===== src/rtl/core/trle_fifo.sv =====
`default_nettype none
module trle_fifo #(
    parameter int WIDTH = 8,
    parameter int DEPTH = 4
) (
    input  wire logic             clk,
    input  wire logic             rst_n,
    input  wire logic             wr_en,
    input  wire logic [WIDTH-1:0] wr_data,
    output logic                  full,
    input  wire logic             rd_en,
    output logic [WIDTH-1:0]      rd_data,
    output logic                  empty
);
    localparam int PW = (DEPTH > 1) ? $clog2(DEPTH) : 1;
    localparam int CW = $clog2(DEPTH + 1);

    logic [WIDTH-1:0] mem_reg [DEPTH];
    logic [PW-1:0]    wr_ptr_reg, wr_ptr_next;
    logic [PW-1:0]    rd_ptr_reg, rd_ptr_next;
    logic [CW-1:0]    count_reg, count_next;
    logic             do_wr, do_rd;

    assign full    = (count_reg == CW'(DEPTH));
    assign empty   = (count_reg == '0);
    assign do_wr   = wr_en && !full;
    assign do_rd   = rd_en && !empty;
    assign rd_data = mem_reg[rd_ptr_reg];

    always_comb
    begin
        wr_ptr_next = wr_ptr_reg;
        rd_ptr_next = rd_ptr_reg;
        count_next  = count_reg;
        if (do_wr)
        begin
            wr_ptr_next = (wr_ptr_reg == PW'(DEPTH - 1)) ? '0 : wr_ptr_reg + 1'b1;
        end
        if (do_rd)
        begin
            rd_ptr_next = (rd_ptr_reg == PW'(DEPTH - 1)) ? '0 : rd_ptr_reg + 1'b1;
        end
        if (do_wr && !do_rd)
        begin
            count_next = count_reg + 1'b1;
        end
        else if (do_rd && !do_wr)
        begin
            count_next = count_reg - 1'b1;
        end
    end

    always_ff @(posedge clk or negedge rst_n)
    begin
        if (!rst_n)
        begin
            wr_ptr_reg <= '0;
            rd_ptr_reg <= '0;
            count_reg  <= '0;
        end
        else
        begin
            wr_ptr_reg <= wr_ptr_next;
            rd_ptr_reg <= rd_ptr_next;
            count_reg  <= count_next;
        end
    end

    always_ff @(posedge clk)
    begin
        if (do_wr)
        begin
            mem_reg[wr_ptr_reg] <= wr_data;
        end
    end

endmodule
`default_nettype wire


===== config.mk =====
export PLATFORM = sky130hd
export DESIGN_NAME = trle_fifo
export DESIGN_NICKNAME = d
export VERILOG_FILES = /design/src/rtl/core/trle_fifo.sv
export SDC_FILE = /design/constraint.sdc
export NUM_CORES = 1
export LEC_CHECK = 0
export ABC_CLOCK_PERIOD_IN_PS = 2000
export BUFFER_PORTS_ARGS = -buffer_cell sky130_fd_sc_hd__buf_2
export CORE_ASPECT_RATIO = 2
export CORE_UTILIZATION = 45
export DETAILED_ROUTE_END_ITERATION = 10
export GPL_TIMING_DRIVEN = 0
export SLEW_MARGIN = 40
export SYNTH_ARGS = -nofsm -noshare
export SYNTH_HDL_FRONTEND = slang
export SYNTH_SLANG_ARGS = --single-unit

===== constraint.sdc =====
create_clock -name clk -period 2 [get_ports clk]
set_input_delay 0.1 -clock clk [delete_from_list [all_inputs] [get_ports clk]]
set_output_delay 0.1 -clock clk [all_outputs]
set_load 0.01 [all_outputs]

==> reports/metrics.cfg <==
[run_status]
status = finished, final reports clean

[yosys]
syn_nets = 98
synth_area_mm2 = 0.00162
syn-instance-count = 79
yosys_warnings = 0
syn_area_per_cell_um2 = 20.5
synth_seq_cells = 39
post_synthesis_sequential_area_ratio_pct = 70.1
yosysUniqueCellTypes = 19

[sta]
timing.fmax_mhz = 511
timing.setup.tns_ns = 0
tightest_slew_ns = 0.539
final_max_slew_viol_count = 0
final_critical_path_time_including_i_o_delays_and_setup_ns = 1.96
setup_viol = 0
final_hold_viol_count = 0
slew-limit-headroom_pct = 64.0
clock-skew-final_ns = 0.00261
timing.final.crit_share_pct = 97.9

[clocking]
cts-buffers-inserted = 5
cts.sinks = 39
cts_tree = done
clock_tree.htree_level_count = 2
clock_tree.root_cell = clkbuf_8
clk-insertion-delay-late_ns = 0.28
cts_buffer_depth = 2
cts.reportedPaths.clkPinSlew_ns = 0.07

[pwr]
peakVddDrop_v = 0.000805
combinationalPowerShare_pct = 40.1
internal-power_uw = 1980
static_leakage_uw = 0.000767
share_clk_of_total_power_pct = 17.0
total_power_uw = 2820
power.share.switching_pct = 29.9
p_sw_uw = 845
share_seq_of_total_power_pct = 42.9
power.density_mw_per_mm2 = 1420

[worst_setup_path]
cp.required_ns = 2.17
cp_data_arrival_time_ns = 2.13
critical_path.max_stage_delay_ns = 0.43
worstSetupEndpointType = register
critPathSlowestCell = dfrtp_2
setup.worst_path.class = reg2reg
crit_path_start_kind = register
critical_path.max_fanout = 4
critPathMostFrequentCell = buf_6
crit_chain = buf_6 -> nor3b_4 -> nor2b_2 -> buf_6 -> ha_4 -> inv_2 -> fa_2 -> mux2_4

[finish]
final_cell_mix = edfxtp_1, buf_2, buf_4
final_cell_area_mm2 = 0.00199
largest_reg_flops = 32
finalNetCount = 138
syn2layout_area_growth_pct = 22.7
drive_gt1_share_pct = 54.2
layout.cells.most_common = edfxtp_1
antenna_cells = 0

[global_route]
antenna_found_initial = 0
first_global_vias = 828
grt_overflow_total = 0
grtUsageTotal_pct = 15.0
grt_max_degree = 12
grt_first_pass_wirelength_mm = 3.91

[die]
start_util_pct = 47.4
die-area_mm2 = 0.00386
die-width_um = 44.4
die_y_um = 86.9
top_level_ports = 22
cell_rows = 30
fp.coreArea_mm2 = 0.00342

[routing]
via_count = 810
wl_per_cell_um = 15.1
post_drt_via_cell_ratio = 4.82
post_detailed_route_drc_marker_count = 0
wirelength_mm = 2.55
drt_pass1_iterations = 4
detail_route.iter0.violations = 23
drt.antenna.violating_nets = 0

[placed_design]
buffer_ports.inserted = 21
detailed_place_hpwl_mm = 1.72
placed_area_mm2 = 0.00179
routabilityCongestion = 0.662

[job]
max-cap-violations = 0

[worst_hold_path]
worst_hold_path_type = in2reg

power groups by stage:
stage,Sequential [uW],Combinational [uW],Clock [uW]
floorplan,1210,704,0
finish,1210,1130,480
CTS,1220,968,490
global route,1240,1250,523
global placement,1220,933,0
detailed placement,1240,961,0
synthesized netlist by cell type, drive strengths merged:
master / count / area, um^2
xnor2: 1 / 8.76
nor2: 3 / 11.3
mux2: 5 / 63.8
nor3: 1 / 5.00
nor2b: 1 / 8.76
edfxtp: 32 / 961
buf: 3 / 20.0
ha: 6 / 75.1
dfrtp: 7 / 175
nand2b: 1 / 13.8
fa: 1 / 20.0
inv: 3 / 11.3
mux4: 8 / 180
and2: 4 / 30.0
xor2: 2 / 17.5
nor3b: 1 / 18.8
kinds of logic after synthesis:
| family | Yosys count | synth area share, % |
|---|---|---|
| flops | 39 | 70.1 |
| mux | 13 | 15.1 |
| simple gates | 11 | 5.41 |
| fa+ha+maj | 7 | 5.87 |
| buf+inv | 6 | 1.93 |
| xor+xnor | 3 | 1.62 |
per-stage QoR:
stage / utilization (%) / setup WS (ns) / hold slack, ns / instances
after floorplan: - / 0.0576 / -0.196 / 79
after global placement: 52.4 / 0.0561 / -0.0542 / 148
after detailed placement: 52.4 / 0.0313 / -0.0508 / 148
after CTS: 55.1 / 0.00552 / 0.0227 / 157
after global routing: 58.2 / -0.0107 / 0.0219 / 168
final: 58.2 / 0.0422 / 0.0276 / 168
layout make-up:
cell class                      count  area (um^2)
Multi-Input combinational cell     34          477
Clock buffer                        6         72.6
Timing Repair Buffer               33          201
Clock inverter                      2         7.51
Tap cell                           48         60.1
Fill cell                         264         1430
Sequential cell                    39         1140
Inverter                            3         11.3
Buffer                              3         20.0
critical path: cells and delay by family (launching register included):
family	cells	cell delay (ns)
DFF	1	0.43
buffers and inverters	3	0.30
muxes	1	0.28
and+or+nand+nor	2	0.24
adders and majority gates	2	0.58
final timing paths:
kind                               start  slack (ns)             to  depth (start not counted)
max in group asynchronous          rst_n        1.64   count_reg[0]                          2
min in group asynchronous          rst_n        0.18  wr_ptr_reg[0]                          2
setup / recovery            count_reg[1]        0.04   count_reg[1]                          8
hold reg to reg            wr_ptr_reg[1]        0.58  wr_ptr_reg[1]                          1
hold / removal                wr_data[0]        0.03  mem_reg[2][0]                          1
setup reg to reg            count_reg[1]        0.04   count_reg[1]                          8
repair_timing:
item | in CTS | in global routing
hold endpoints to repair | 7 | 0
buffers inserted | 0 | 11
hold buffers | 1 | 0
resized for setup | 0 | 8
setup endpoints to repair | 0 | 2
layer usage:
| metal | vias to the layer above | track usage [%] | routed length [um] |
|---|---|---|---|
| li1 | 382 | - | - |
| met1 | 402 | 14.3 | 943 |
| met2 | 19 | 26.9 | 1460 |
| met3 | 7 | 3.94 | 73 |
| met4 | 0 | 9.09 | 70 |
| met5 | - | 0 | 0 |
No activity file was read; power rests on OpenSTA's default activity.
