<file path="src/rtl/core/trle_pkg.sv">
`default_nettype none
package trle_pkg;

    localparam int MAP_ENTRIES_DEFAULT = 256;
    localparam int CMD_QUEUE_DEPTH     = 4;
    localparam int OUT_QUEUE_DEPTH     = 4;

    localparam logic OP_PIXEL_BYTE = 1'b0;
    localparam logic OP_MAP_WRITE  = 1'b1;

    // word index of each configuration register
    localparam logic REG_RLE_ENABLE   = 1'b0;
    localparam logic REG_PIXEL_FORMAT = 1'b1;

    localparam logic [2:0] PIXEL_FORMAT_RESET = 3'd3;

    typedef enum logic [2:0] {
        FMT_GREY8  = 3'd0,
        FMT_CMAP8  = 3'd1,
        FMT_RGB555 = 3'd2,
        FMT_BGR24  = 3'd3,
        FMT_BGRA32 = 3'd4
    } fmt_t;

    // one entry of the queue between front and back
    typedef struct packed {
        logic        is_write;
        logic [31:0] data;      // pixel bytes {b3,b2,b1,b0} or {index, entry}
        logic [7:0]  count;
    } cmd_t;

    typedef struct packed {
        logic [31:0] argb;
        logic [7:0]  repeat_count;
    } result_t;

    localparam logic [7:0] WIDEN5 [0:31] = '{
        8'd0,   8'd8,   8'd16,  8'd25,  8'd33,  8'd41,  8'd49,  8'd58,
        8'd66,  8'd74,  8'd82,  8'd90,  8'd99,  8'd107, 8'd115, 8'd123,
        8'd132, 8'd140, 8'd148, 8'd156, 8'd165, 8'd173, 8'd181, 8'd189,
        8'd197, 8'd206, 8'd214, 8'd222, 8'd230, 8'd239, 8'd247, 8'd255
    };

    function automatic logic [2:0] bytes_per_pixel(input logic [2:0] fmt);
        logic [2:0] n;
        unique case (fmt_t'(fmt))
            FMT_GREY8:  n = 3'd1;
            FMT_CMAP8:  n = 3'd1;
            FMT_RGB555: n = 3'd2;
            FMT_BGRA32: n = 3'd4;
            default:    n = 3'd3;
        endcase
        return n;
    endfunction

endpackage
`default_nettype wire

</file>
<file path="src/rtl/core/trle_front.sv">
`default_nettype none
module trle_front (
    input  wire logic        clk,
    input  wire logic        rst_n,
    input  wire logic        rle_enable,
    input  wire logic [2:0]  pixel_format,
    input  wire logic        accept,
    input  wire logic        operation,
    input  wire logic [7:0]  data_byte,
    input  wire logic [7:0]  map_index,
    input  wire logic [23:0] map_entry,
    output logic             cmd_push,
    output trle_pkg::cmd_t   cmd
);
    logic       need_header_reg, need_header_next;
    logic [6:0] raw_left_reg, raw_left_next;
    logic [7:0] repeat_pending_reg, repeat_pending_next;
    logic [1:0] byte_pos_reg, byte_pos_next;
    logic [7:0] pixel_bytes_reg [4];
    logic [7:0] pixel_bytes_next [4];
    logic [7:0] merged [4];

    always_comb
    begin
        need_header_next    = need_header_reg;
        raw_left_next       = raw_left_reg;
        repeat_pending_next = repeat_pending_reg;
        byte_pos_next       = byte_pos_reg;
        pixel_bytes_next    = pixel_bytes_reg;
        merged              = pixel_bytes_reg;
        merged[byte_pos_reg] = data_byte;
        cmd_push            = 1'b0;
        cmd.is_write        = 1'b0;
        cmd.data            = {merged[3], merged[2], merged[1], merged[0]};
        cmd.count           = 8'd1;

        if (accept)
        begin
            if (operation == trle_pkg::OP_MAP_WRITE)
            begin
                cmd_push     = 1'b1;
                cmd.is_write = 1'b1;
                cmd.data     = {map_index, map_entry};
            end
            else if (rle_enable && need_header_reg)
            begin
                need_header_next = 1'b0;
                if (data_byte[7])
                begin
                    repeat_pending_next = {1'b0, data_byte[6:0]} + 8'd1;
                    raw_left_next       = '0;
                end
                else
                begin
                    repeat_pending_next = 8'd1;
                    raw_left_next       = data_byte[6:0];
                end
            end
            else
            begin
                pixel_bytes_next = merged;
                if (({1'b0, byte_pos_reg} + 3'd1) < trle_pkg::bytes_per_pixel(pixel_format))
                begin
                    byte_pos_next = byte_pos_reg + 2'd1;
                end
                else
                begin
                    byte_pos_next = '0;
                    cmd_push      = 1'b1;
                    if (rle_enable)
                    begin
                        cmd.count           = repeat_pending_reg;
                        repeat_pending_next = 8'd1;
                        if (raw_left_reg == '0)
                        begin
                            need_header_next = 1'b1;
                        end
                        else
                        begin
                            raw_left_next = raw_left_reg - 7'd1;
                        end
                    end
                end
            end
        end
    end

    always_ff @(posedge clk or negedge rst_n)
    begin
        if (!rst_n)
        begin
            need_header_reg    <= 1'b1;
            raw_left_reg       <= '0;
            repeat_pending_reg <= 8'd1;
            byte_pos_reg       <= '0;
            pixel_bytes_reg    <= '{default: 8'd0};
        end
        else
        begin
            need_header_reg    <= need_header_next;
            raw_left_reg       <= raw_left_next;
            repeat_pending_reg <= repeat_pending_next;
            byte_pos_reg       <= byte_pos_next;
            pixel_bytes_reg    <= pixel_bytes_next;
        end
    end

endmodule
`default_nettype wire

</file>
<file path="config.mk">
export PLATFORM = sky130hd
export DESIGN_NAME = trle_front
export DESIGN_NICKNAME = d
export VERILOG_FILES = /design/src/rtl/core/trle_pkg.sv /design/src/rtl/core/trle_front.sv
export SDC_FILE = /design/constraint.sdc
export NUM_CORES = 1
export LEC_CHECK = 0
export BUFFER_PORTS_ARGS = -buffer_cell sky130_fd_sc_hd__buf_2
export CAP_MARGIN = 10
export CORE_UTILIZATION = 50
export CTS_CLUSTER_SIZE = 30
export DETAILED_ROUTE_END_ITERATION = 8
export GPL_ROUTABILITY_DRIVEN = 0
export PLACE_DENSITY = 0.79
export REMOVE_ABC_BUFFERS = 1
export SLEW_MARGIN = 20
export SYNTH_ARGS = -nofsm -noshare
export SYNTH_HDL_FRONTEND = slang
export SYNTH_SLANG_ARGS = --single-unit
export TNS_END_PERCENT = 50
</file>
<file path="constraint.sdc">
create_clock -name clk -period 3.3 [get_ports clk]
set_input_delay 0.165 -clock clk [delete_from_list [all_inputs] [get_ports clk]]
set_output_delay 0.165 -clock clk [all_outputs]
set_load 0.05 [all_outputs]
</file>
==> results.yml, run 1 <==
outcome:
  status: "finished clean"
detailed_routing:
  vias: 2659
  viasPerCell: 5.54
  ant_nets: 0
  drc: 0
  drt_wl_total_microns: 7210
  wire_per_inst_microns: 15.0
  initialDrtViolationCount: 193
  dr.pass1.iters: 4
global_routing:
  overflow: 0
  grt_pass1_wl_microns: 11900
  antenna_found_initial: 0
  grt_use_total: 0.245
  grt_pass1_vias: 2537
  grt_max_degree: 66
yosys:
  synth_top_family_by_area: "multiplexers"
  netlist_instances: 326
  ys_ff_latch: 50
  yosys.area_share.simple: 0.159
  syn_area_sq_mm: 0.00310
  ys_seq_area_frac: 0.405
  post_synth.cell_area_avg_sq_um: 9.50
  synthAdderAreaFrac: 0.0364
  synth_compound_area_frac: 0.126
  synth.distinct_cells: 37
  yosys_warnings: 0
  synthMuxAreaShare: 0.220
  synth_xor_area_frac: 0.0170
timing:
  relSlewSlack: 0.354
  setup_viol: 0
  grt_setup_unrepaired: "false"
  setup_tns_ns: 0
  final_max_slew_viol_count: 0
  fmax_mhz: 338
  finalHoldViolCount: 0
  max_slew.worst_pin.slew_ns: 0.969
  fin_crit_sh: 0.897
  fin_crit_ns: 2.96
  clock_skew_ns: 0.0125
clocking:
  cts.sinks: 50
  htreeDepth: 2
  insertion_delay_ns: 0.31
  cts_tree: "yes"
  numCtsBuffers: 5
  cts_setup_buffers: 0
  cts_resized: 0
  clkTransAtPathRegs_ns: 0.10
  cts_hold_buf: 1
  clockRootBuffer: "clkbuf_8"
  clock_path_buffers: 2
finish:
  layoutNonFillerInstCount: 480
  final_nets: 461
  layout_commonest_cell: "buf_2"
  layout_common_cells: "buf_2, dfrtp_1, nand2_1, o21ai_0"
  syn_to_final_growth_pct: 19.0
  layout-drive-gt1-share: 0.353
  n_antenna_cell: 0
  largest_register_ffs: 32
die:
  io_pins: 90
  die-width_microns: 80.7
  die_y_microns: 80.7
  die-area_sq_mm: 0.00651
  start_util: 0.520
  coreArea_sq_mm: 0.00596
  rows: 28
critical_path:
  start_kind: "flop"
  critPathCaptureType: "output pin"
  critPathMaxStageDelay_ns: 0.45
  cp_max_fo: 5
  required_ns: 3.13
  critPathKind: "flop to output pin"
  crit_chain: "inv_1 -> ha_1 -> ha_1 -> nand3b_1 -> nand2_1 -> a41oi_1 -> nor3_1 -> buf_4 -> and2_1 -> buf_2"
  slowest_stage: "nor3_1"
  critPathMostFrequentCell: "ha_1"
  arrival_ns: 2.79
power_and_ir_drop:
  worst_ir_drop_vdd_uv: 535
  pwr-share-seq: 0.320
  p_int_uw: 1620
  p_switching_uw: 1480
  clockPowerShare: 0.122
  power_leakage_uw: 0.00171
  power_frac_comb: 0.559
  p_per_area_mw_per_mm2: 840
  p_sw_frac: 0.478
placed_design:
  port_buffers: 89
  place_hpwl_microns: 5080
  place_inst: 471
hold_path:
  hold_class: "primary input to flop"
flow_run:
  max_cap_viol_count: 0
==> power groups by stage <==
| stage | Clock [uW] | Combinational [uW] | Sequential [uW] |
|---|---|---|---|
| finish | 376 | 1730 | 989 |
| global route | 401 | 1870 | 1020 |
| CTS | 382 | 1740 | 985 |
| detailed placement | 0 | 1730 | 999 |
| global placement | 0 | 1700 | 982 |
| floorplan | 0 | 1360 | 962 |
==> cells by family after synthesis <==
logic type | count (synthesis)
multiplexers | 64
adder cells (fa/ha/maj) | 9
buffers and inverters | 30
AND/OR/NAND/NOR | 98
flip-flops | 50
AO/OA/AOI/OAI | 69
XOR/XNOR | 6
==> cells in the mapped netlist (all sizes together) <==
cell    instances  share of area
xor2            3         0.0085
and3            3         0.0061
o22ai           1         0.0020
mux2i          32           0.10
nand2          50          0.064
o21bai          1         0.0024
o21a            1         0.0024
clkbuf         22          0.027
a21oi           7          0.011
nor4b           2         0.0057
nor3b           4          0.013
mux2           32           0.12
or2             1         0.0020
dfstp           2          0.017
a211oi          2         0.0048
nor2            9          0.011
nand3b          5          0.012
nor2b           2         0.0040
ha              9          0.036
nor4            1         0.0020
a41oi           1         0.0028
o31ai           6          0.015
dfrtp          48           0.39
buf             2         0.0032
xnor2           3         0.0085
nand3           5         0.0081
nand2b          3         0.0061
o21ai          46          0.074
and2            9          0.018
a41o            1         0.0036
o41ai           1         0.0028
a31oi           1         0.0020
a22oi           1         0.0024
nor3            4         0.0065
inv             6         0.0073
==> layer usage <==
layer	vias up	routed length, microns	track usage
li1	1299	-	-
met1	1267	3160	0.313
met2	77	3470	0.417
met3	16	396	0.0273
met4	0	176	0.105
met5	-	0	0
==> final timing paths <==
| kind | slack [ns] | endpoint | depth (start not counted) | start |
|---|---|---|---|---|
| min reg2reg | 0.48 | repeat_pending_reg[0]$_DFFE_PN1P_ | 2 | repeat_pending_reg[0]$_DFFE_PN1P_ |
| max | 0.34 | cmd[3] | 10 | byte_pos_reg[0]$_DFFE_PN0P_ |
| max reg2reg | 1.06 | raw_left_reg[5]$_DFFE_PN0P_ | 9 | byte_pos_reg[0]$_DFFE_PN0P_ |
| min in group asynchronous | 0.39 | pixel_bytes_reg[9]$_DFFE_PN0P_ | 2 | rst_n |
| max in group asynchronous | 2.13 | repeat_pending_reg[0]$_DFFE_PN1P_ | 3 | rst_n |
| min | 0.21 | need_header_reg$_DFFE_PN1P_ | 3 | rle_enable |
==> metrics by stage <==
stage,setup slack [ns],area (sq um),hold WS (ns),utilization,total power [uW]
floorplan,0.530,3000,-0.131,-,2320
global placement,0.852,3580,0.204,0.601,2680
detailed placement,0.687,3580,0.218,0.601,2730
CTS,0.332,3680,0.215,0.618,3110
global route,0.147,3680,0.267,0.618,3290
finish,0.340,3680,0.211,0.618,3090
==> critical path: cells and delay by family, from the launching register on <==
kind | cells | cell delay [ns]
buffers and inverters | 3 | 0.60
adder cells (fa/ha/maj) | 2 | 0.66
AO/OA/AOI/OAI | 1 | 0.09
AND/OR/NAND/NOR | 4 | 0.75
flip-flops | 1 | 0.39
==> final cells by class <==
class | count | area [sq um]
multi-input combinational | 246 | 1730
tap | 75 | 93.8
inverter | 6 | 22.5
sequential | 50 | 1250
clock inverter | 1 | 5.00
fill | 509 | 2270
timing repair buffer | 95 | 493
clock buffer | 7 | 86.3
(Power assumes the default switching activity.)
==> inputs of run 2 (changes only) <==
--- a/config.mk
+++ b/config.mk
@@ -7,10 +7,11 @@
 export LEC_CHECK = 0
 export BUFFER_PORTS_ARGS = -buffer_cell sky130_fd_sc_hd__buf_2
 export CAP_MARGIN = 10
+export CORE_ASPECT_RATIO = 0.8
 export CORE_UTILIZATION = 50
 export CTS_CLUSTER_SIZE = 30
 export DETAILED_ROUTE_END_ITERATION = 8
-export GPL_ROUTABILITY_DRIVEN = 0
+export GPL_ROUTABILITY_DRIVEN = 1
 export PLACE_DENSITY = 0.79
 export REMOVE_ABC_BUFFERS = 1
 export SLEW_MARGIN = 20
==> run 2 against run 1 <==
Against the previous run:
- sequential share of layout area is 0.40 points lower
- maximum frequency is 0.57% lower
- critical path depth is 2 lower
- cell area up 1.2%
- clock skew shrank 0.0027 ns
- sequential power is essentially flat
- combinational power hardly changed
- power is 5.1% higher
- die area about the same
- wire length decreased by 1.9%
- critical endpoint is now cmd[6]
- largest cell class unchanged
==> results.yml, run 2 (synthesis gave the netlist of run 1 again) <==
hold_path:
  hold_class: "primary input to flop"
placed_design:
  port_buffers: 89
  place.gp.congestion: 0.887
  placed_cell_area_sq_mm: 0.00357
  place_hpwl_microns: 4890
detailed_routing:
  vias: 2612
  wire_per_inst_microns: 14.6
  viasPerCell: 5.41
  dr.pass1.iters: 4
  drt_wl_total_microns: 7070
  ant_nets: 0
  drc: 0
  initialDrtViolationCount: 167
timing:
  fmax_mhz: 336
  clock_skew_ns: 0.00975
  relSlewSlack: 0.367
  setup_tns_ns: 0
  fin_crit_sh: 0.902
  setup_viol: 0
  final_max_slew_viol_count: 0
  finalHoldViolCount: 0
  grt_setup_unrepaired: "false"
  max_slew.worst_pin.slew_ns: 0.950
  fin_crit_ns: 2.98
global_routing:
  grt_max_degree: 66
  grt_pass1_vias: 2440
  overflow: 0
  grt_pass1_wl_microns: 11600
  antenna_found_initial: 0
  grt_use_total: 0.227
power_and_ir_drop:
  pwr-share-seq: 0.304
  p_per_area_mw_per_mm2: 873
  power_leakage_uw: 0.00172
  worst_ir_drop_vdd_uv: 533
  power_frac_comb: 0.532
  p_switching_uw: 1490
  p_int_uw: 1760
  clockPowerShare: 0.164
  p_sw_frac: 0.457
finish:
  layout-drive-gt1-share: 0.353
  layout_common_cells: "buf_2, dfrtp_1, nand2_1, o21ai_0"
  syn_to_final_growth_pct: 20.4
  layout_commonest_cell: "buf_2"
  n_antenna_cell: 0
  largest_register_ffs: 32
  stdcell_area_sq_mm: 0.00373
  final_nets: 458
die:
  rows: 25
  die_y_microns: 72.4
  die-area_sq_mm: 0.00651
  die-width_microns: 90.0
  io_pins: 90
  start_util: 0.521
  coreArea_sq_mm: 0.00594
clocking:
  htreeDepth: 2
  cts_tree: "yes"
  clkTransAtPathRegs_ns: 0.10
  numCtsBuffers: 5
  cts.sinks: 50
  insertion_delay_ns: 0.31
  cts_setup_buffers: 0
  clock_path_buffers: 2
  clockRootBuffer: "clkbuf_8"
critical_path:
  critPathCaptureType: "output pin"
  start_kind: "flop"
  crit_chain: "ha_1 -> ha_1 -> a21oi_1 -> nand2_1 -> a41oi_1 -> nor3_2 -> and2_1 -> buf_2"
  arrival_ns: 2.81
  slowest_stage: "ha_1"
  critPathMostFrequentCell: "ha_1"
  cp_max_fo: 10
  required_ns: 3.13
  cp_num_buf_inv: 1
  cp_top_family: "adder cells"
  critPathMaxStageDelay_ns: 0.55
  critPathKind: "flop to output pin"
outcome:
  status: "finished clean"
flow_run:
  max_cap_viol_count: 0
-- run 2: power by group through the flow --
| stage | clock [uW] | sequential [uW] | combinational (uW) |
|---|---|---|---|
| after detailed placement | 0 | 1000 | 1730 |
| after global placement | 0 | 981 | 1700 |
| after floorplan | 0 | 962 | 1360 |
| after global routing | 563 | 1010 | 1860 |
| final | 534 | 990 | 1730 |
| after CTS | 539 | 989 | 1730 |
-- run 2: worst reg2reg max path: stages, from the launching register on --
cell and delay (ns):
dfrtp_1 0.41, ha_1 0.55, ha_1 0.37, a41o_2 0.28, o21bai_1 0.12, buf_4 0.28, or2_2 0.23, o21ai_0 0.11
-- run 2: metal layers --
layer  part of all wire  global-route usage
met4              0.016              0.0663
met1               0.47               0.307
met5                  0                   0
met2               0.44               0.372
met3              0.071              0.0493
-- run 2: final cells by class --
cell class / instances / area (sq um)
Inverter: 6 / 22.5
Tap cell: 81 / 101
Sequential cell: 50 / 1250
Fill cell: 520 / 2220
Timing Repair Buffer: 92 / 473
Clock inverter: 2 / 60.1
Clock buffer: 6 / 82.6
Multi-Input combinational cell: 246 / 1730
-- run 2: what timing repair did --
item,CTS,global route
hold buffers,0,1
resized for setup,0,1
hold endpoints to repair,0,48
endpoints found under the setup margin,0,7
-- run 2: worst paths after layout --
check	slack, ns	end	startpoint	cells past startpoint
min in group asynchronous	0.43	repeat_pending_reg[7]$_DFFE_PN0P_	rst_n	2
max in group asynchronous	2.44	pixel_bytes_reg[11]$_DFFE_PN0P_	rst_n	2
max	0.32	cmd[6]	byte_pos_reg[0]$_DFFE_PN0P_	8
min reg2reg	0.48	repeat_pending_reg[0]$_DFFE_PN1P_	repeat_pending_reg[0]$_DFFE_PN1P_	2
min	0.24	repeat_pending_reg[7]$_DFFE_PN0P_	data_byte[5]	3
max reg2reg	0.84	raw_left_reg[5]$_DFFE_PN0P_	byte_pos_reg[0]$_DFFE_PN0P_	7
-- run 2: metrics by stage --
step	instances	power, uW	hold slack (ns)	util	setup WS (ns)
floorplan	302	2320	-0.131	-	0.530
global placement	474	2680	0.433	0.600	0.622
detailed placement	474	2730	0.443	0.600	0.531
CTS	482	3260	0.111	0.624	0.164
global route	483	3430	0.266	0.627	0.0637
finish	483	3250	0.241	0.627	0.323
